<file path="config.mk">
export PLATFORM = sky130hd
export DESIGN_NAME = tem_ram
export DESIGN_NICKNAME = d
export VERILOG_FILES = /design/src/rtl/tem_ram.sv
export SDC_FILE = /design/constraint.sdc
export NUM_CORES = 1
export LEC_CHECK = 0
export BUFFER_PORTS_ARGS = -buffer_cell sky130_fd_sc_hd__buf_2
export CAP_MARGIN = 20
export CORE_UTILIZATION = 50
export DETAILED_ROUTE_END_ITERATION = 10
export GPL_ROUTABILITY_DRIVEN = 0
export PLACE_DENSITY_LB_ADDON = 0.12
export REMOVE_ABC_BUFFERS = 1
export SETUP_SLACK_MARGIN = 0.02
export SYNTH_ARGS = -nofsm -noshare
export SYNTH_HDL_FRONTEND = slang
export SYNTH_SLANG_ARGS = --single-unit
</file>
<file path="constraint.sdc">
create_clock -name clk -period 6.64 [get_ports clk]
set_clock_uncertainty 0.05 [all_clocks]
set_input_delay 0.996 -clock clk [delete_from_list [all_inputs] [get_ports clk]]
set_output_delay 0.996 -clock clk [all_outputs]
set_load 0.01 [all_outputs]
</file>
<file path="src/rtl/tem_ram.sv">
// Generic single write port RAM with a registered, enabled read port.
`default_nettype none
module tem_ram #(
  parameter int WIDTH = 64,
  parameter int DEPTH = 16,
  parameter int AW    = (DEPTH > 1) ? $clog2(DEPTH) : 1
) (
  input  wire logic             clk,
  input  wire logic             we,
  input  wire logic [AW-1:0]    waddr,
  input  wire logic [WIDTH-1:0] wdata,
  input  wire logic             re,
  input  wire logic [AW-1:0]    raddr,
  output logic      [WIDTH-1:0] rdata
);
  logic [WIDTH-1:0] mem [DEPTH];

  // Write and registered read.
  always_ff @(posedge clk) begin
    if (we) begin
      mem[waddr] <= wdata;
    end
    if (re) begin
      rdata <= mem[raddr];
    end
  end
endmodule
`default_nettype wire

</file>
======== Yosys cells after proc, flatten, opt, wreduce, memory -nomap -nowiden ========
Memory sizes are Yosys's and may differ from the RTL's. A register that Yosys moved wholly into a read port is not among the register bits.
Cells that the tools add are included.
cells by class
  multiplexer cells ....................... 2
operators by type and width
  operator  count
  $mux W1   2
storage, ports and cells
  bits in registers ....................... 0
  RAM bits ................................ 1024
  input bits .............................. 75
  output and inout bits ................... 64
  word-level logic and storage cells ...... 3
  memories kept ........................... 1
memory list
  memory  words  bits a word  rd ports  clocked after memory_dff  wr ports  RTL line  text
  mem     16     64           1         1                         1         16        logic [WIDTH-1:0] mem [DEPTH];

======== Logic depth before layout (Yosys ltp) ========
  word-level depth ........................ 2
  gate-level depth with buffers ........... 6
  gate-level depth less buffers ........... 3

======== Worst setup path before layout ========
Ideal clock, no wire load.
  path type ............................... input to register
  start ................................... input waddr[2]
  end ..................................... memory mem[0][0] (enable)
  library setup time ...................... 565 ps
  arrival time ............................ 5859 ps
  required time ........................... 6025 ps
  slack ................................... 165 ps
  stages on the path ...................... 2
  path buffers ............................ 0
  cells stage by stage .................... or3b_2 nor3_1
RTL lines
  item         RTL line  text
  from (decl)  10        input wire logic [AW-1:0] waddr,
  to (decl)    16
Straight into the memory's write port.

======== Worst setup path in the final report ========
  start ................................... input waddr[2]
  end ..................................... memory mem[1][28] (enable)
Straight into the memory's write port.

==> results.ini <==
[status]
status=finished, final reports clean

[drt]
wl_per_cell_um=28.3
dr.pass1.iters=5
dr_total_vias=18000
viasPerCell=6.00
drt_drc_violations_left=0
drt_iter0_drc=1621
routed_wl_um=84800
ant_nets=0

[hold_path]
hp-start=wdata[44]
hp-class=input port to flip-flop

[floorplanning]
core_sq_um=79300
die_x_um=286
initial_core_util=0.507
fp.dieArea_sq_um=81600
io_pins=139
fp-row-count=103
die_h_um=286

[clocking]
cts_tree=built
ctsResizeCount=0
cts_setup_buffers=0
cts-buffers-inserted=107
clk_latency_ns=0.65
ctsLongestPathBuffers=3
ctsRootBufferMaster=clkbuf_16
clkSlewWorstSetupHoldPaths_ns=0.06
cts_sinks=1088
hold_buffers=0
htreeDepth=3

[synthesis]
synth_edf_count=1088
yosysUniqueCellTypes=17
netlist_top_cells_count=edfxtp_1, mux4_2, a22oi_1
synth_area_leader_cell=edfxtp_1
yosysMostFrequentCell=edfxtp_1
ys_async_sr_fraction=0
ys_ff_latch=1088
yosysWarnings=0
synthTopCellsByArea=edfxtp_1, mux4_2, a22oi_1
yosysSeqAreaShare=0.812
synth_top_area_share=0.812
synth_ff_type=edfxtp_1
avgSynthCellArea_sq_um=24.4
netlist_area_sq_um=40200
synthCells=1647

[layout]
num-nets-final=1926
area_growth_pct=13.9
drive_gt1_frac=0.313
final_area_sq_um=45800

[critical_path]
path_delay_family=simple AND/OR/NAND/NOR gates
path_class=input port to flip-flop
worstSetupStartpointType=input port
worst-path-buf-inv=2
crit_path_top_delay_cell=buf_4
crit_start=waddr[2]
critPathMaxFanout=46
r2r_slack_ns=5.01
end_kind=flip-flop
r2r-start=mem[11][55]
worstPathCellList=buf_2, or3b_2, nor2_4, buf_4
crit_arrival_ns=3.20
crit_required_ns=6.85
cpPeakStageDelay_ns=0.84

[global_routing]
antenna_found_initial=5
grt_start_max_net_pins=98
grt_pass1_vias=18900
gr-total-overflow=0
grtUsageTotal=0.213
grt_pass1_wl_um=126000

[timing]
finalCritPeriodShare=0.450
hold_viol=0
setup_viol=0
rsz0062_at_grt=false
drv_slew=0
fmax_mhz=334
slew_headroom=0.299
tns_ns=0
tightest_slew_ns=1.05
fin_crit_ns=2.99

[power]
p_leak_nw=14.6
p_per_area_nw_per_um2=314
pwr-share-seq=0.540
netSwitchingFraction=0.203
p_switching_mw=2.92
p_comb_frac=0.046
p_clk_frac=0.414
vdd.ir_drop.worst_mv=0.215
p_int_mw=11.5

[flow_run]
cap_viol_max_count=0

[place]
portBuffers=138
post-dp-hpwl_um=41700
place_area_sq_um=42300

-- cells in the final DEF, fill, tap and decap left out, types with 13 or more instances in the layout --
cell type,count
edfxtp_1,1088
mux4_2,256
buf_2,135
a22oi_1,128
clkbuf_16,110
nand2_1,65
buf_4,37
clkinv_1,30
clkinv_2,19
clkbuf_1,15
nor2_4,13
-- kinds of logic (layout without fill, tap and decap cells) --
| group | after synthesis | in the layout | share of synthesized area |
|---|---|---|---|
| flops | 1088 | 1088 | 0.812 |
| mux | 256 | 256 | 0.143 |
| compound gates | 128 | 128 | 0.0239 |
| simple gates | 91 | 91 | 0.00927 |
| buf+inv | 84 | 375 | 0.0112 |
| other cells | 0 | 5 | 0 |
-- cell type report --
cell class / count / area (sq um)
multi-input combinational: 475 / 7230
clock inverter: 71 / 673
antenna: 5 / 12.5
fill: 5739 / 33500
clock buffer: 125 / 2810
sequential: 1088 / 32700
tap: 1050 / 1310
timing repair buffer: 179 / 1080
-- state kept, by name, indices dropped and copies added (netlist names) --
signal and count:
mem 1024, rdata 64
-- power by group through the flow --
stage,clock [mW],combinational [mW],sequential [mW]
floorplan,0,0.294,7.94
global placement,0,0.662,7.92
detailed placement,0,0.672,7.92
CTS,6.06,0.673,7.78
global route,6.34,0.715,7.79
finish,5.96,0.658,7.78
-- metal layers --
layer / vias up / global-route usage / part of all wire
met1: 9779 / 0.311 / 0.44
met2: 561 / 0.345 / 0.49
met5: - / 0 / 0.00015
li1: 7543 / - / -
met3: 81 / 0.0344 / 0.060
met4: 2 / 0.0410 / 0.012
-- final timing paths --
kind,depth (start not counted),to
worst max-delay path,4,mem[1][28]
worst min-delay path,1,mem[7][44]
worst max register to register,3,rdata[55]
worst min register to register,3,rdata[20]
-- through the flow --
step           hold slack [ns]  power (mW)  worst slack, ns  std cells   util
2_1_floorplan            0.660        8.23            0.165       1563      -
3_3_place_gp             0.679        8.58             2.88       2792  0.534
3_5_place_dp             0.678        8.60             2.91       2792  0.534
4_1_cts                  0.617        14.5             3.60       2988  0.578
5_1_grt                  0.634        14.8             3.43       2988  0.578
6_report                 0.657        14.4             3.65       2993  0.578
-- worst reg2reg max path: stages (launching register included) --
cell      delay [ns]
edfxtp_1        0.37
mux4_2          0.47
a22oi_1         0.28
nand2_1         0.18
(Power assumes the default switching activity.)
