### src/rtl/tem_pkg.sv
// Package with the constants, codes and helper functions of the triple excitation element core.
`default_nettype none
package tem_pkg;

  // Number of orbitals per index; index fields are fixed at two bits.
  localparam int ORBITALS = 4;
  localparam int IDX_W    = 2;

  localparam int ONE_DEPTH   = ORBITALS ** 2;
  localparam int TWO_DEPTH   = ORBITALS ** 4;
  localparam int THREE_DEPTH = ORBITALS ** 6;
  localparam int ONE_AW   = (ONE_DEPTH > 1) ? $clog2(ONE_DEPTH) : 1;
  localparam int TWO_AW   = (TWO_DEPTH > 1) ? $clog2(TWO_DEPTH) : 1;
  localparam int THREE_AW = (THREE_DEPTH > 1) ? $clog2(THREE_DEPTH) : 1;

  // Function codes of an input word.
  localparam logic [1:0] FUNC_ONE   = 2'd0;
  localparam logic [1:0] FUNC_TWO   = 2'd1;
  localparam logic [1:0] FUNC_THREE = 2'd2;
  localparam logic [1:0] FUNC_QUERY = 2'd3;

  // Canonical quiet NaN and the magnitude threshold 1e-14.
  localparam logic [63:0] QNAN   = 64'h7FF8_0000_0000_0000;
  localparam logic [63:0] THRESH = 64'h3D06_849B_86A1_2B9B;

  typedef logic [IDX_W-1:0] idx_t;

  function automatic logic in_range(input idx_t x);
    return (int'(x) < ORBITALS);
  endfunction

  function automatic logic [ONE_AW-1:0] flat2(input idx_t a, input idx_t b);
    int acc;
    acc = int'(a) * ORBITALS + int'(b);
    return ONE_AW'(acc);
  endfunction

  function automatic logic [TWO_AW-1:0] flat4(input idx_t a, input idx_t b,
                                              input idx_t c, input idx_t d);
    int acc;
    acc = ((int'(a) * ORBITALS + int'(b)) * ORBITALS + int'(c)) * ORBITALS + int'(d);
    return TWO_AW'(acc);
  endfunction

  function automatic logic [THREE_AW-1:0] flat6(input idx_t a, input idx_t b,
                                                input idx_t c, input idx_t d,
                                                input idx_t e, input idx_t f);
    int acc;
    acc = int'(a);
    acc = acc * ORBITALS + int'(b);
    acc = acc * ORBITALS + int'(c);
    acc = acc * ORBITALS + int'(d);
    acc = acc * ORBITALS + int'(e);
    acc = acc * ORBITALS + int'(f);
    return THREE_AW'(acc);
  endfunction

  // Exact product of a double by 2.0.
  function automatic logic [63:0] dbl_twice(input logic [63:0] x);
    logic [10:0] e;
    e = x[62:52];
    if (e == 11'h7FF) begin
      return x;
    end else if (e == 11'h000) begin
      return {x[63], x[61:0], 1'b0};
    end else if (e == 11'h7FE) begin
      return {x[63], 11'h7FF, 52'd0};
    end else begin
      return {x[63], e + 11'd1, x[51:0]};
    end
  endfunction

  // Product of a double by 0.0: NaN for infinities and NaNs, else a signed zero.
  function automatic logic [63:0] dbl_zero(input logic [63:0] x);
    if (x[62:52] == 11'h7FF) begin
      return QNAN;
    end else begin
      return {x[63], 63'd0};
    end
  endfunction

endpackage
`default_nettype wire

### src/rtl/tem_fadd.sv
// Four-stage pipelined double-precision adder with round to nearest even.
`default_nettype none
module tem_fadd (
  input  wire logic         clk,
  input  wire logic         rst,
  input  wire logic         in_valid,
  output logic              in_ready,
  input  wire logic [63:0]  a,
  input  wire logic [63:0]  b,
  input  wire logic [191:0] side_in,
  input  wire logic         flag_in,
  output logic              out_valid,
  input  wire logic         out_ready,
  output logic      [63:0]  sum,
  output logic      [191:0] side_out,
  output logic              flag_out
);
  import tem_pkg::*;

  logic va, vb, vc, vd;
  logic rdy_a, rdy_b, rdy_c, rdy_d;

  // Stall chain: a stage loads when it is empty or its contents move on.
  assign rdy_d    = !vd || out_ready;
  assign rdy_c    = !vc || rdy_d;
  assign rdy_b    = !vb || rdy_c;
  assign rdy_a    = !va || rdy_b;
  assign in_ready = rdy_a;

  always_ff @(posedge clk) begin
    if (rst) begin
      va <= 1'b0;
      vb <= 1'b0;
      vc <= 1'b0;
      vd <= 1'b0;
    end else begin
      if (rdy_a) va <= in_valid;
      if (rdy_b) vb <= va;
      if (rdy_c) vc <= vb;
      if (rdy_d) vd <= vc;
    end
  end

  // Stage A: special values, operand ordering and exponent difference.
  logic [10:0]  ea_f, eb_f;
  logic         nan_a, nan_b, inf_a, inf_b;
  logic         swap;
  logic [63:0]  big, sml;
  logic [10:0]  e_big, e_sml;
  logic [63:0]  spec_val_a;

  always_comb begin
    ea_f  = a[62:52];
    eb_f  = b[62:52];
    nan_a = (ea_f == 11'h7FF) && (a[51:0] != 52'd0);
    nan_b = (eb_f == 11'h7FF) && (b[51:0] != 52'd0);
    inf_a = (ea_f == 11'h7FF) && (a[51:0] == 52'd0);
    inf_b = (eb_f == 11'h7FF) && (b[51:0] == 52'd0);
    if (nan_a || nan_b || (inf_a && inf_b && (a[63] != b[63]))) begin
      spec_val_a = QNAN;
    end else if (inf_a) begin
      spec_val_a = a;
    end else begin
      spec_val_a = b;
    end
    swap  = b[62:0] > a[62:0];
    big   = swap ? b : a;
    sml   = swap ? a : b;
    e_big = (big[62:52] == 11'd0) ? 11'd1 : big[62:52];
    e_sml = (sml[62:52] == 11'd0) ? 11'd1 : sml[62:52];
  end

  logic         sgn_a, sub_a, spec_a, flag_a;
  logic [10:0]  eb_a, d_a;
  logic [52:0]  mb_a, ms_a;
  logic [63:0]  sv_a;
  logic [191:0] side_a;

  always_ff @(posedge clk) begin
    if (rdy_a) begin
      sgn_a  <= big[63];
      sub_a  <= a[63] ^ b[63];
      spec_a <= nan_a || nan_b || inf_a || inf_b;
      sv_a   <= spec_val_a;
      eb_a   <= e_big;
      d_a    <= e_big - e_sml;
      mb_a   <= {big[62:52] != 11'd0, big[51:0]};
      ms_a   <= {sml[62:52] != 11'd0, sml[51:0]};
      side_a <= side_in;
      flag_a <= flag_in;
    end
  end

  // Stage B: alignment with sticky bit, then add or subtract.
  logic [5:0]   dc;
  logic [111:0] shl;
  logic [55:0]  ss, bx;
  logic [56:0]  raw;

  always_comb begin
    dc  = (d_a > 11'd63) ? 6'd63 : d_a[5:0];
    shl = {ms_a, 3'b000, 56'd0} >> dc;
    ss  = {shl[111:57], shl[56] | (shl[55:0] != 56'd0)};
    bx  = {mb_a, 3'b000};
    raw = sub_a ? ({1'b0, bx} - {1'b0, ss}) : ({1'b0, bx} + {1'b0, ss});
  end

  logic         sgn_b, spec_b, flag_b;
  logic [10:0]  eb_b;
  logic [56:0]  sum_b;
  logic [63:0]  sv_b;
  logic [191:0] side_b;

  always_ff @(posedge clk) begin
    if (rdy_b) begin
      sgn_b  <= sgn_a;
      spec_b <= spec_a;
      sv_b   <= sv_a;
      eb_b   <= eb_a;
      sum_b  <= raw;
      side_b <= side_a;
      flag_b <= flag_a;
    end
  end

  // Stage C: leading zero count of the raw sum.
  logic [5:0] lz;

  always_comb begin
    lz = 6'd57;
    for (int i = 0; i < 57; i++) begin
      if (sum_b[i]) lz = 6'(56 - i);
    end
  end

  logic         sgn_c, spec_c, flag_c;
  logic [10:0]  eb_c;
  logic [56:0]  sum_c;
  logic [5:0]   lz_c;
  logic [63:0]  sv_c;
  logic [191:0] side_c;

  always_ff @(posedge clk) begin
    if (rdy_c) begin
      sgn_c  <= sgn_b;
      spec_c <= spec_b;
      sv_c   <= sv_b;
      eb_c   <= eb_b;
      sum_c  <= sum_b;
      lz_c   <= lz;
      side_c <= side_b;
      flag_c <= flag_b;
    end
  end

  // Stage D: normalise (stopping at the subnormal range), round and pack.
  logic [5:0]  sh;
  logic [56:0] nrm;
  logic [11:0] er;
  logic        inc, ovf, sgn_r;
  logic [10:0] ef;
  logic [62:0] packed_mag;
  logic [63:0] res;

  always_comb begin
    sh         = ({5'd0, lz_c} > eb_c) ? eb_c[5:0] : lz_c;
    nrm        = sum_c << sh;
    er         = {1'b0, eb_c} + 12'd1 - {6'd0, sh};
    inc        = nrm[3] && ((nrm[2:0] != 3'd0) || nrm[4]);
    ef         = nrm[56] ? er[10:0] : 11'd0;
    ovf        = nrm[56] && (er >= 12'd2047);
    packed_mag = {ef, nrm[55:4]} + {62'd0, inc};
    sgn_r      = (sum_c == 57'd0) ? 1'b0 : sgn_c;
    if (spec_c) begin
      res = sv_c;
    end else if (ovf) begin
      res = {sgn_c, 11'h7FF, 52'd0};
    end else begin
      res = {sgn_r, packed_mag};
    end
  end

  always_ff @(posedge clk) begin
    if (rdy_d) begin
      sum      <= res;
      side_out <= side_c;
      flag_out <= flag_c;
    end
  end

  assign out_valid = vd;
endmodule
`default_nettype wire

### config.mk
export PLATFORM = sky130hd
export DESIGN_NAME = tem_fadd
export DESIGN_NICKNAME = d
export VERILOG_FILES = /design/src/rtl/tem_pkg.sv /design/src/rtl/tem_fadd.sv
export SDC_FILE = /design/constraint.sdc
export NUM_CORES = 2
export LEC_CHECK = 0
export BUFFER_PORTS_ARGS = -buffer_cell sky130_fd_sc_hd__buf_2
export CAP_MARGIN = 20
export CORE_ASPECT_RATIO = 0.5
export CORE_UTILIZATION = 30
export DETAILED_ROUTE_END_ITERATION = 12
export PLACE_DENSITY = 0.56
export SYNTH_ARGS = -nofsm -noshare
export SYNTH_HDL_FRONTEND = slang
export SYNTH_SLANG_ARGS = --single-unit
### constraint.sdc
create_clock -name clk -period 13.2 [get_ports clk]
set_clock_uncertainty 0.1 [all_clocks]
set_input_delay 2.64 -clock clk [delete_from_list [all_inputs] [get_ports clk]]
set_output_delay 2.64 -clock clk [all_outputs]
set_load 0.02 [all_outputs]
# Word level (Yosys, flattened, before mapping)
# Index checks and enable logic that the tools add are counted.
[word_totals]
register_bits = 1309
in_bits = 325
out_inout_bits = 259
[op_classes]
add_sub_neg = 6
n_lt_le_gt_ge = 4
n_eq_ne = 3
shift = 2
mux = 68
bitwise = 2
n_reduce_logical = 37
[ops]
columns = ["operator", "n"]
rows = [
  ["two-way mux 64 bit", 4],
  ["two-way mux 6 bit", 26],
  ["right shift 112 x 6 -> 112 bit", 1],
  ["logical NOT 52 bit", 2],
  ["nonzero test 52 bit", 2],
  ["two-way mux 5 bit", 16],
  ["adder 63 x 1 -> 63 bit", 1],
  ["greater-than comparator 63 bit", 1],
  ["two-way mux 63 bit", 1],
  ["adder 56 x 56 -> 57 bit", 1],
  ["logical NOT 57 bit", 1],
  ["two-way mux 57 bit", 1],
  ["<< shifter 57 x 6 -> 57 bit", 1],
  ["subtractor 56 x 56 -> 57 bit", 1],
  ["nonzero test 56 bit", 1],
  ["two-way mux 11 bit", 3],
  ["two-way mux 4 bit", 8],
  ["OR reduction 32 bit", 1],
  ["equality test 11 bit, second input constant", 2],
  ["logical NOT 11 bit", 2],
  ["nonzero test 11 bit", 2],
  ["OR reduction 16 bit", 1],
  ["adder 11 x 1 -> 12 bit, second input constant", 1],
  ["greater-or-equal comparator 12 x 11 -> 1 bit, second input constant", 1],
  ["other kinds (17)", 41],
]

# Logic depth before layout (Yosys ltp)
[logic_depth]
depth_word = 56
mapped_depth = 33
mapped_depth_nobuf = 30

# Worst setup path before layout
# OpenSTA, ideal clock, no wires.
[synth_path]
kind = "input to output"
from = "in out_ready"
to = "out in_ready"
arrival_ns = 11.149
setup_slack_ns = -0.689
stages = 3
cell_sequence = "nor2b_1 and3_1 nand2_1"
[synth_between]
elab_chain_cells = 4
[synth_rtl]
columns = ["element", "line", "source"]
rows = [
  ["start: declaration", "tem_fadd.sv:13", "input wire logic out_ready,"],
  ["logical OR 1 bit", "tem_fadd.sv:24", "assign rdy_d = !vd || out_ready;"],
  ["logical OR 1 bit", "tem_fadd.sv:25", "assign rdy_c = !vc || rdy_d;"],
  ["logical OR 1 bit", "tem_fadd.sv:26", "assign rdy_b = !vb || rdy_c;"],
  ["logical OR 1 bit", "tem_fadd.sv:27", "assign rdy_a = !va || rdy_b;"],
  ["end: declaration", "tem_fadd.sv:7", "output logic in_ready,"],
]
# No other way between the ends.

# Final worst setup path
[layout_path]
from = "in b[1]"
to = "reg d_a[10] (data pin)"
[layout_between]
elab_chain_cells = 5
word_cells_on_any_way = 8
cone_classes = "add/sub (1); order compare (1); mux (4); reduce/logical (2)"
[layout_rtl]
columns = ["element", "line", "source"]
rows = [
  ["start: declaration", "tem_fadd.sv:9", "input wire logic [63:0] b,"],
  ["greater-than comparator 63 bit (*)", "tem_fadd.sv:66", "swap = b[62:0] > a[62:0];"],
  ["two-way mux 64 bit (*)", "tem_fadd.sv:67", "big = swap ? b : a;"],
  ["logical NOT 11 bit", "tem_fadd.sv:69", "e_big = (big[62:52] == 11'd0) ? 11'd1 : big[62:52];"],
  ["two-way mux 11 bit (*)", "tem_fadd.sv:69", ""],
  ["named net e_big[5]", "tem_fadd.sv:49", "logic [10:0] e_big, e_sml;"],
  ["subtractor 11 bit (*)", "tem_fadd.sv:86", "d_a <= e_big - e_sml;"],
  ["end signal: assignment", "tem_fadd.sv:86", ""],
  ["end: declaration", "tem_fadd.sv:74", "logic [10:0] eb_a, d_a;"],
]
# Mark *: on every way through the listed nets, which the timed path passes. The rest lies on a longest branch.
# A chain may end at the register's enable or synchronous reset.

==> results.py <==
metrics = {
    "outcome": {
        "run_status": "complete, no violations",
    },
    "cts": {
        "hold_buffers": 0,
        "cts.clk_slew.worst_paths_ns": 0.06,
        "cts_setup_buffers": 0,
        "cts_root_buf": "clkbuf_16",
        "clk_latency_ns": 0.74,
        "clockBufferDepth": 3,
        "cts_tree": "built",
        "cts.sinks": 1309,
        "cts_htree_levels": 3,
        "numCtsBuffers": 120,
        "cts_resized": 0,
    },
    "synthesis": {
        "yosysMostFrequentCell": "edfxtp_1",
        "yosys.area.top_type": "edfxtp_1",
        "ys_warn_count": 0,
        "synth_top_area_frac": 0.634,
        "ys_async_sr_fraction": 0,
        "synth-edff-count": 1305,
        "yosys-top-cells-count": "edfxtp_1, nand2_1, nor2_1, a21oi_1, inv_1",
        "mappedNetlistArea_um2": 61900,
        "netlist_instances": 4659,
        "synth_top_flop_cell": "edfxtp_1",
        "synth_nets": 5195,
        "synth.distinct_cells": 101,
        "syn_area_per_cell_um2": 13.3,
        "yosysSeqAreaShare": 0.635,
        "ys_ff_latch": 1309,
        "ys_top_cells_by_area": "edfxtp_1, ha_1, mux2i_1",
    },
    "global_route": {
        "antenna_found_initial": 49,
        "grt.total_usage": 0.188,
        "grt-ovfl-total": 0,
        "grt_pass1_wl_um": 285000,
        "grt_pass1_vias": 39012,
        "grt_max_degree": 167,
    },
    "floorplanning": {
        "die-area_um2": 208000,
        "chipHeight_um": 323,
        "start_util": 0.303,
        "ios": 584,
        "dieWidth_um": 644,
        "fp-row-count": 117,
        "coreArea_um2": 204000,
    },
    "power": {
        "ir_drop_mv": 0.113,
        "p_leak_nw": 27.6,
        "power_w": 0.0122,
        "power_frac_comb": 0.271,
        "seqPwrFrac": 0.444,
        "clkPwrFrac": 0.285,
        "p_sw_w": 0.00415,
        "p_int_w": 0.00809,
        "swShare": 0.339,
        "p_per_area_nw_per_um2": 171,
    },
    "cells_and_area": {
        "drive_above_1_share": 0.200,
        "synthToLayoutAreaGrowth_pct": 16.0,
        "nets": 5735,
    },
    "detailed_routing": {
        "avgViaCountPerCell": 5.14,
        "wl_per_cell_um": 25.2,
        "totalWireLength_um": 203000,
        "drt_iter0_markers": 4170,
        "antenna_left": 0,
        "num_vias": 41362,
        "drcViolationCount": 0,
        "firstDrtPassIters": 7,
    },
    "worst_setup_path": {
        "rr_worst_depth": 26,
        "worstReg2RegStart": "d_a[1]",
        "r2r_end": "sum_b[56]",
        "critical_path.endpoint": "d_a[10]",
        "crit_top_cell": "o21a_1",
        "crit_path_start_kind": "primary input",
        "max_stage_delay_ns": 0.81,
        "crit_path_end_kind": "flip-flop",
        "cp.required_ns": 13.56,
        "path_class": "primary input to flip-flop",
        "ff2ff_setup_slack_ns": 4.49,
        "cp.arrival_ns": 9.27,
        "setup.worst_path.start": "b[1]",
        "critPathMaxFanout": 88,
        "slowest_stage": "nand2_4",
    },
    "placement": {
        "hpwlAfterDp_um": 152000,
        "io_buffers": 583,
        "place_congestion": 0.970,
        "preCtsSetupSlack_ns": 3.56,
    },
    "timing": {
        "hold_viol_final": 0,
        "period_share": 0.676,
        "timing.fmax_mhz": 112,
        "whs_ns": 0.296,
        "worstMarginPinSlew_ns": 1.13,
        "maxSlewViolCount": 0,
        "grt_setup_unrepaired": "false",
        "worst_slack_ns": 4.28,
        "tns_ns": 0,
        "slew_headroom": 0.234,
        "period_needed_ns": 8.92,
        "setup-violations-final": 0,
    },
    "flow_run": {
        "cap_violations": 0,
    },
    "min_path": {
        "hold_start": "side_b[80]",
        "hp-class": "flip-flop to flip-flop",
    },
}
power by group through the flow:
| stage | clock network [W] | logic [W] | registers, W |
|---|---|---|---|
| floorplan | 0 | 0.00193 | 0.00553 |
| global placement | 0 | 0.00328 | 0.00551 |
| detailed placement | 0 | 0.00326 | 0.00552 |
| CTS | 0.00359 | 0.00327 | 0.00544 |
| global route | 0.00373 | 0.00350 | 0.00548 |
| finish | 0.00349 | 0.00332 | 0.00544 |
routing by layer:
layer / share of wire / vias to the layer above / global-route usage
met3: 0.044 / 372 / 0.0198
met5: 0.00037 / - / 0
met1: 0.42 / 20548 / 0.240
met2: 0.50 / 1440 / 0.330
met4: 0.041 / 10 / 0.0674
li1: - / 18992 / -
area by class of cell:
class / instances / area [um^2]
fill: 19994 / 132000
sequential: 1309 / 39300
multi-input combinational: 2889 / 20800
tap: 2737 / 3420
timing repair buffer: 639 / 3400
clock buffer: 137 / 3090
inverter: 240 / 917
clock inverter: 90 / 836
antenna: 8 / 20.0
through the flow:
stage	instance area, um^2	std cells	util
3_5_place_dp	67800	7813	0.332
5_1_grt	71800	8045	0.351
3_3_place_gp	67800	7813	0.332
6_report	71800	8049	0.351
4_1_cts	71700	8040	0.351
2_1_floorplan	61900	4659	-
how the worst min path moves through the flow:
stage,to,slack [ns],cells after the start
2_1_floorplan,eb_b[0],0.30,0
3_3_place_gp,side_c[104],0.30,0
3_5_place_dp,side_b[100],0.30,0
4_1_cts,sv_b[29],0.30,0
5_1_grt,sv_b[2],0.29,0
6_report,side_c[80],0.30,0
cells in the final DEF, fill, tap and decap left out, types with 29 or more instances in the layout:
master and n:
a211oi_1 56, a21o_1 42, a21oi_1 273, and2_1 70
buf_2 583, buf_4 50, clkbuf_16 121, clkinv_1 29
edfxtp_1 1305, ha_1 208, inv_1 233, mux2_2 99
mux2i_1 192, mux4_2 57, nand2_1 301, nand2b_1 61
nand3_1 80, nand4_1 60, nor2_1 274, nor2b_1 40
nor3_1 94, nor4_1 80, o21ai_0 233, o21bai_1 52
o22ai_1 36, o31ai_1 30, xnor2_1 76, xor2_1 37
sequential cells by signal, summed over array words and instances (netlist names), 6 cells and up:
signal / flops
d_a: 11
eb_a: 11
eb_b: 11
eb_c: 11
lz_c: 6
mb_a: 53
ms_a: 53
side_a: 192
side_b: 192
side_c: 192
side_out: 192
sum: 64
sum_b: 57
sum_c: 57
sv_a: 64
sv_b: 64
sv_c: 64
cell families after synthesis:
kind of cell,count (synthesis),synth area share
multiplexers,355,0.0716
AO/OA/AOI/OAI,1015,0.107
XOR/XNOR,113,0.0160
buffers and inverters,461,0.0303
flip-flops,1309,0.635
AND/OR/NAND/NOR,1195,0.0969
adder cells (fa/ha/maj),211,0.0430
critical path: cells and delay by family:
family	cells	cell delay [ns]
AND/OR/NAND/NOR	6	1.68
AO/OA/AOI/OAI	18	3.10
buffers and inverters	1	0.29
adder cells (fa/ha/maj)	3	0.96
multiplexers	1	0.44
XOR/XNOR	1	0.13
(Power assumes the default switching activity.)
